## src/rtl/sle_pkg.sv

```systemverilog
// Shared types and character codes for the serial line editor.
`default_nettype none

package sle_pkg;

  localparam logic [7:0] CharBs = 8'h08;
  localparam logic [7:0] CharCr = 8'h0D;
  localparam logic [7:0] CharLf = 8'h0A;
  localparam logic [7:0] CharSp = 8'h20;
  localparam logic [7:0] MaxLengthReset = 8'd64;

  // Most result items one received character can cause.
  localparam int unsigned MaxItems = 4;
  localparam int unsigned ItemIdxW = $clog2(MaxItems);
  localparam int unsigned ItemCntW = $clog2(MaxItems + 1);

  typedef struct packed {
    logic       echo_valid;
    logic [7:0] echo_byte;
    logic       store_valid;
    logic [7:0] store_index;
    logic [7:0] store_byte;
    logic       line_done;
    logic [7:0] line_length;
    logic       last;
  } item_t;

  typedef item_t [MaxItems-1:0] item_set_t;

endpackage

`default_nettype wire

```

## src/rtl/sle_edit.sv

```systemverilog
// Line editing state and per-character result item generation.
`default_nettype none

module sle_edit import sle_pkg::*; (
  input  wire logic                clk_i,
  input  wire logic                rst_ni,
  input  wire logic                accept_i,
  input  wire logic [7:0]          rx_char_i,
  input  wire logic [7:0]          max_length_i,
  output item_set_t                items_o,
  output logic      [ItemCntW-1:0] count_o
);

  logic [7:0] line_position_q, line_position_d;
  logic [7:0] budget_left_q, budget_left_d;

  always_comb begin
    logic [8:0]          pos;
    logic                done;
    logic [ItemCntW-1:0] n;
    logic [ItemIdxW-1:0] last_idx;
    pos      = {1'b0, line_position_q};
    done     = 1'b0;
    n        = '0;
    last_idx = '0;
    items_o  = '0;

    if (rx_char_i == CharBs) begin
      if (line_position_q != 8'd0) begin
        pos = pos - 9'd1;
        items_o[0].echo_valid = 1'b1;
        items_o[0].echo_byte  = CharBs;
        items_o[1].echo_valid = 1'b1;
        items_o[1].echo_byte  = CharSp;
        items_o[2].echo_valid = 1'b1;
        items_o[2].echo_byte  = CharBs;
        n = ItemCntW'(3);
      end
    end else if (rx_char_i == CharCr) begin
      items_o[0].echo_valid  = 1'b1;
      items_o[0].echo_byte   = CharCr;
      items_o[0].store_valid = 1'b1;
      items_o[0].store_index = line_position_q;
      items_o[0].store_byte  = CharCr;
      items_o[1].echo_valid  = 1'b1;
      items_o[1].echo_byte   = CharLf;
      n    = ItemCntW'(2);
      pos  = pos + 9'd1;
      done = 1'b1;
    end else begin
      items_o[0].echo_valid  = 1'b1;
      items_o[0].echo_byte   = rx_char_i;
      items_o[0].store_valid = 1'b1;
      items_o[0].store_index = line_position_q;
      items_o[0].store_byte  = rx_char_i;
      n   = ItemCntW'(1);
      pos = pos + 9'd1;
    end

    // Budget of one or less left: this character closes the line.
    if (budget_left_q <= 8'd1) done = 1'b1;

    if (done) begin
      // Terminator overwrites the last stored slot; empty line writes none.
      items_o[n[ItemIdxW-1:0]].line_done = 1'b1;
      if (pos != 9'd0) begin
        items_o[n[ItemIdxW-1:0]].store_valid = 1'b1;
        items_o[n[ItemIdxW-1:0]].store_index = 8'(pos - 9'd1);
        items_o[n[ItemIdxW-1:0]].line_length = 8'(pos - 9'd1);
      end
      n = n + ItemCntW'(1);
    end

    if (n != '0) begin
      last_idx = ItemIdxW'(n - ItemCntW'(1));
      items_o[last_idx].last = 1'b1;
    end
    count_o = n;

    if (done) begin
      line_position_d = 8'd0;
      budget_left_d   = max_length_i;
    end else begin
      line_position_d = pos[7:0];
      budget_left_d   = budget_left_q - 8'd1;
    end
  end

  always_ff @(posedge clk_i or negedge rst_ni) begin
    if (!rst_ni) begin
      line_position_q <= 8'd0;
      budget_left_q   <= MaxLengthReset;
    end else if (accept_i) begin
      line_position_q <= line_position_d;
      budget_left_q   <= budget_left_d;
    end
  end

endmodule

`default_nettype wire

```

## src/rtl/serial_line_editor_echo.sv

```systemverilog
// Top level of the serial line editor: config register, editor and result queue.
//
//   channel | direction | handshake             | payload
//   --------+-----------+-----------------------+-----------------------------------
//   in      | request   | in_valid_i/in_stall_o | rx_char_i
//   out     | result    | out_valid_o/out_stall_i | echo, store, line_done/length, last
//   cfg     | write     | cfg_valid_i/cfg_ready_o | cfg_max_length_i
//
// Each request is decoded combinationally into 0..4 result items held in a
// four-entry result register; items leave one per cycle unless out_stall_i
// holds them, and the single output port drains that register.
// A new request is taken in the cycle the last item of the previous one leaves.
// Reset clears line position, loads budget and max_length with 64, empties queue.
// out_stall_i holds the current item; in_stall_o rises while items are pending.
`default_nettype none

module serial_line_editor_echo import sle_pkg::*; (
  input  wire logic       clk_i,
  input  wire logic       rst_ni,
  // request channel
  input  wire logic       in_valid_i,
  output logic            in_stall_o,
  input  wire logic [7:0] rx_char_i,
  // result channel
  output logic            out_valid_o,
  input  wire logic       out_stall_i,
  output logic            echo_valid_o,
  output logic [7:0]      echo_byte_o,
  output logic            store_valid_o,
  output logic [7:0]      store_index_o,
  output logic [7:0]      store_byte_o,
  output logic            line_done_o,
  output logic [7:0]      line_length_o,
  output logic            last_o,
  // configuration
  input  wire logic       cfg_valid_i,
  output logic            cfg_ready_o,
  input  wire logic [7:0] cfg_max_length_i
);

  logic [7:0]          max_length_q;
  item_set_t           items_q, new_items;
  logic [ItemCntW-1:0] count_q, new_count;
  logic [ItemIdxW-1:0] idx_q;
  item_t               cur_item;
  logic                take, last_take, free, accept;

  // Config writes must be issued only while idle; not enforced here, so always ready.
  assign cfg_ready_o = 1'b1;

  always_ff @(posedge clk_i or negedge rst_ni) begin
    if (!rst_ni) begin
      max_length_q <= MaxLengthReset;
    end else if (cfg_valid_i) begin
      max_length_q <= cfg_max_length_i;
    end
  end

  // Current head of the result register.
  assign cur_item    = items_q[idx_q];
  assign out_valid_o = (count_q != '0);
  assign take        = out_valid_o && !out_stall_i;
  assign last_take   = take && cur_item.last;
  // Queue is free when empty or when its final item leaves now.
  assign free        = !out_valid_o || last_take;
  assign in_stall_o  = !free;
  assign accept      = in_valid_i && free;

  sle_edit u_edit (
    .clk_i        (clk_i),
    .rst_ni       (rst_ni),
    .accept_i     (accept),
    .rx_char_i    (rx_char_i),
    .max_length_i (max_length_q),
    .items_o      (new_items),
    .count_o      (new_count)
  );

  always_ff @(posedge clk_i or negedge rst_ni) begin
    if (!rst_ni) begin
      count_q <= '0;
      idx_q   <= '0;
    end else if (accept) begin
      count_q <= new_count;
      idx_q   <= '0;
    end else if (last_take) begin
      count_q <= '0;
      idx_q   <= '0;
    end else if (take) begin
      idx_q   <= idx_q + ItemIdxW'(1);
    end
  end

  // Payload needs no reset; it only matters while count_q is nonzero.
  always_ff @(posedge clk_i) begin
    if (accept) items_q <= new_items;
  end

  assign echo_valid_o  = cur_item.echo_valid;
  assign echo_byte_o   = cur_item.echo_byte;
  assign store_valid_o = cur_item.store_valid;
  assign store_index_o = cur_item.store_index;
  assign store_byte_o  = cur_item.store_byte;
  assign line_done_o   = cur_item.line_done;
  assign line_length_o = cur_item.line_length;
  assign last_o        = cur_item.last;

`ifndef SYNTH
  a_count_range: assert property (@(posedge clk_i) disable iff (!rst_ni)
    count_q <= ItemCntW'(MaxItems))
    else $error("result count out of range");

  a_done_is_last: assert property (@(posedge clk_i) disable iff (!rst_ni)
    out_valid_o && line_done_o |-> last_o)
    else $error("line end item is not the last item");

  a_accept_drained: assert property (@(posedge clk_i) disable iff (!rst_ni)
    in_valid_i && !in_stall_o |-> !out_valid_o || (!out_stall_i && last_o))
    else $error("request accepted while results pending");

  a_stall_holds_idx: assert property (@(posedge clk_i) disable iff (!rst_ni)
    out_valid_o && out_stall_i |=> $stable(idx_q) && out_valid_o)
    else $error("result index moved during stall");

  a_no_echo_on_done: assert property (@(posedge clk_i) disable iff (!rst_ni)
    out_valid_o |-> !(echo_valid_o && line_done_o))
    else $error("echo and line end in one item");
`endif

endmodule

`default_nettype wire
```

## config.mk

```make
export PLATFORM = sky130hd
export DESIGN_NAME = serial_line_editor_echo
export DESIGN_NICKNAME = d
export VERILOG_FILES = /design/src/rtl/sle_pkg.sv /design/src/rtl/sle_edit.sv /design/src/rtl/serial_line_editor_echo.sv
export SDC_FILE = /design/constraint.sdc
export NUM_CORES = 1
export LEC_CHECK = 0
export BUFFER_PORTS_ARGS = -buffer_cell sky130_fd_sc_hd__clkbuf_2
export CAP_MARGIN = 10
export CORE_MARGIN = 2
export CORE_UTILIZATION = 29
export CTS_CLUSTER_DIAMETER = 100
export CTS_CLUSTER_SIZE = 16
export DETAILED_ROUTE_END_ITERATION = 16
export GPL_TIMING_DRIVEN = 0
export PLACE_DENSITY = 0.46
export RECOVER_POWER = 25
export SYNTH_ARGS = -nofsm -noshare
export SYNTH_HDL_FRONTEND = slang
export SYNTH_SLANG_ARGS = --single-unit
```

## constraint.sdc

```tcl
create_clock -name clk_i -period 4.6 [get_ports clk_i]
set_input_delay 0.23 -clock clk_i [delete_from_list [all_inputs] [get_ports clk_i]]
set_output_delay 0.23 -clock clk_i [all_outputs]
set_load 0.005 [all_outputs]
```

==> summary.md <==
| Metric | Value |
|---|---|
| Setup tns final | `0 ns` |
| Clock Skews | `0.00885 ns` |
| Transition time of the tightest slew-check pin | `between 1.5 and 2 ns` |
| Buf/Inv on CP | `6` |
| Count of fill cells added during filler insertion | `1754` |
| Final weighted congestion in routability-driven placement | `0.864` |
| Startpoint kind of the worst setup timing path | `register` |
| CTS HTree Levels | `3` |
| Area growth from synthesis to final layout | `18.0%` |
| Max Fanout on Critical Path | `10` |
| Wire length of the first global-routing pass | `21000 um` |
| Height of the die | `137 um` |
| Relative slew slack | `-0.140` |
| CTS tree | `done` |
| Antenna diode instance count | `0` |
| Final hold vios | `0` |
| Post-route DRC | `0` |
| Family with the most delay on the worst path | `simple AND/OR/NAND/NOR gates` |
| Critical Path AT | `4.31 ns` |
| Average cell area after synthesis | `approximately 12 um^2` |
| Number of vias after detailed routing | `3747` |
| Average vias per placed instance | `5.06` |
| Critical R2R Launch | `u_edit.line_position_q[0]` |
| Number of pins exceeding their max-slew limit in the final report | `30` |
| Post-synthesis instance total | `440` |
| Minimum period implied by the final worst setup slack | `4.24 ns` |
| Number of distinct standard cells referenced by the synthesized netlist | `66` |
| Highest ir drop seen on vdd | `0.243 mV` |
| Count of pins on the block boundary | `60` |
| Bufs on Longest Clock Path | `2` |
| Total routing resource utilization after global routing | `0.150` |
| Sum of overflow across all layers after global routing | `0` |
| Net count, final | `around 540` |
| # setup viols final | `0` |
| Violated checks | `capacitance limit, slew limit` |
| Hold Path Sink | `max_length_q[4]` |
| Fraction of registers with async set/reset | `0.305` |
| Number of flip-flops and latches in the synthesized netlist | `95` |
| R2R depth | `16` |
| Setup repair after global routing missed its margin | `false` |
| Dominant register cell in the synthesized netlist | `edfxtp_1` |
| Number of placement rows | `48` |
| Number of enable flip-flop cells after synthesis | `66` |
| Final period util | `0.923` |
| Outcome | `finished, violations left` |
| Wire length after detailed routing | `roughly 13000 um` |
| Cell at the root of the clock tree | `clkbuf_16` |
| Starting density of the core | `0.297` |
| Worst hold path startpoint | `cfg_max_length_i[4]` |
| Clock-pin slew on the worst setup and hold paths | `0.07 ns` |
| Category of the most critical setup path | `register to register` |
| Hold Path Class | `input pin to register` |
| Synth Net Count | `468` |
| Tot Pwr | `about 3.6 mW` |
| Internal reg-to-reg setup slack | `0.36 ns` |
| Count of warnings emitted by yosys | `0` |
| Die X-Extent | `137 um` |
| Std-Cell Core Area | `17300 um^2` |
| Worst-Skew Late Latency | `approximately 0.35 ns` |
| Fraction of final layout cells sized beyond drive strength 1 | `0.252` |
| Maxcap violations | `1` |
| Final antenna-violating net count | `0` |
| Die area | `about 19000 um^2` |
| Sort of element at the end of the critical path | `register` |
| Cell at the slowest stage of the critical path | `or3_1` |
| Number of I/O port buffers | `57` |
| Hold path cells | `2` |
| Seq/Total Area, Yosys | `0.528` |
| Number of buffers inserted during clock tree synthesis | `9` |
| Leakage dissipation | `2.30 nW` |
| CP Cell Sequence | `clkbuf_1 -> inv_1 -> ha_1 -> nor3b_2 -> nand2_1 -> nor2_2 -> inv_2 -> xnor2_2 -> inv_1 -> ha_1 -> o311ai_0 -> or3_1 -> buf_2 -> nor2_1 -> buf_2 -> o31ai_1` |
| Endpoint of the worst-slack reg-to-reg timing path | `items_q[26]` |
| Slowest Stage Delay on Critical Path | `0.44 ns` |
| First drt pass iteration count | `5` |
| Pin count of the biggest net entering global routing | `66` |
| Starting DRT DRC Count | `248` |
| Required time at the worst-slack endpoint | `4.66 ns` |
| Num Clock Sinks | `95` |
| Mapped cell area | `between 5000 and 6000 um^2` |
| Estimated wirelength of the detail-placed design | `9620 um` |
| Peak clock frequency supported by timing | `0.236 GHz` |
| Power Density | `588 nW/um^2` |
| Via count of the first global-routing pass | `3659` |
| Antenna violations before repair | `0` |
| Detail-routed net length per standard cell | `18.1 um` |
[layout make-up]
class | instances | area [um^2] | area share
well taps | 225 | 282 | 0.0465
plain buffers | 38 | 190 | 0.0314
multi-input cells | 283 | 2170 | 0.359
inverters | 24 | 90.1 | 0.0149
flip-flops and latches | 95 | 2710 | 0.448
clock inverters | 5 | 56.3 | 0.00931
repair buffers | 60 | 315 | 0.0521
clock buffers | 11 | 233 | 0.0385
[per-stage QoR]
stage / util / hold slack, ns / worst slack, ns / cells / area [um^2]
after floorplan: - / -0.0656 / 0.556 / 440 / 5130
after global placement: 0.329 / 0.336 / -0.978 / 722 / 5700
after detailed placement: 0.331 / 0.342 / 0.105 / 723 / 5730
after CTS: 0.348 / 0.0954 / 0.0732 / 740 / 6030
after global routing: 0.350 / 0.102 / 0.0860 / 741 / 6050
final: 0.350 / 0.112 / 0.356 / 741 / 6050
[routing by layer]
layer,share of wire,global-route usage
met5,0,0
met2,0.47,0.236
met4,0.020,0.0515
met1,0.47,0.203
met3,0.040,0.0374
[worst max path at each step]
stage                                    from                 endpoint  slack (ns)  cells after the start
floorplan                            idx_q[1]  u_edit.budget_left_q[5]        0.56                      7
global placement                     idx_q[1]  u_edit.budget_left_q[5]       -0.98                      7
detailed placement  u_edit.line_position_q[0]              items_q[57]        0.10                     13
CTS                 u_edit.line_position_q[0]              items_q[93]        0.07                     13
global route        u_edit.line_position_q[0]              items_q[24]        0.09                     16
finish              u_edit.line_position_q[0]              items_q[26]        0.36                     16
[power breakdown]
group	switching (mW)	leakage, nW	internal, mW
sequential	0.102	0.997	1.13
combinational	0.934	1.16	0.656
clock	0.316	0.136	0.421
[registers in the layout, summed over array words and instances (netlist names)]
signal	flops
count_q	3
idx_q	2
items_q	66
max_length_q	8
u_edit.budget_left_q	8
u_edit.line_position_q	8
[cell usage in the layout, fill, tap and decap left out, types with 4 or more instances in the layout]
cell type | synthesis | routed
edfxtp_1 | 66 | 66
clkbuf_2 | 0 | 47
nor2_1 | 44 | 43
clkbuf_1 | 23 | 34
dfrtp_1 | 27 | 27
nand2_1 | 24 | 26
inv_1 | 23 | 23
o21ai_0 | 22 | 22
a21oi_1 | 20 | 20
mux4_2 | 19 | 19
and2_1 | 10 | 10
nor3_1 | 9 | 9
nand3_1 | 9 | 9
clkbuf_16 | 0 | 9
mux2_2 | 8 | 8
ha_1 | 7 | 7
a22o_1 | 6 | 6
or3_1 | 6 | 6
nor4b_1 | 5 | 6
xor2_1 | 6 | 6
buf_2 | 5 | 6
buf_4 | 6 | 6
nor4_1 | 5 | 5
and3_1 | 4 | 4
xnor2_1 | 5 | 4
or2_2 | 4 | 4
o41ai_1 | 4 | 4
mux2i_1 | 4 | 4
[cell usage after synthesis (3+ instances only)]
cell type	n	area, um^2
nor4b_1	5	43.8
buf_2	5	25.0
mux4_2	19	428
ha_1	7	87.6
inv_1	23	86.3
nor3_1	9	45.0
nor3b_1	3	22.5
mux2_2	8	90.1
a21o_1	3	22.5
o41ai_1	4	35.0
or3_1	6	37.5
buf_4	6	45.0
nand3b_1	3	22.5
a221oi_1	3	26.3
o31ai_1	3	22.5
a22o_1	6	52.6
o211ai_1	3	22.5
xor2_1	6	52.6
and3_1	4	25.0
a21oi_1	20	100
dfrtp_1	27	676
and2_1	10	62.6
mux2i_1	4	40.0
o22ai_1	3	18.8
xnor2_1	5	43.8
nand3_1	9	45.0
nor4_1	5	31.3
nor2_1	44	165
edfxtp_1	66	1980
clkbuf_1	23	86.3
o21ai_2	3	26.3
nand2_1	24	90.1
or2_2	4	25.0
o21ai_0	22	110
[timing repair]
action,4_1_cts,5_1_grt
hold buffers,1,0
gates resized for setup,0,7
endpoints found under the hold margin,27,0
buffers inserted,0,0
endpoints found under the setup margin,0,38
[kinds of logic (layout without fill, tap and decap cells)]
kind of cell,after synthesis,count (layout),synth area share
AND/OR/NAND/NOR,145,145,0.157
multiplexers,31,31,0.109
adder cells (fa/ha/maj),7,7,0.0171
XOR/XNOR,11,11,0.0188
AO/OA/AOI/OAI,88,88,0.115
flip-flops,95,95,0.528
buffers and inverters,62,138,0.0539
other,1,1,0.000731
Power figures use the tool's default switching activity.
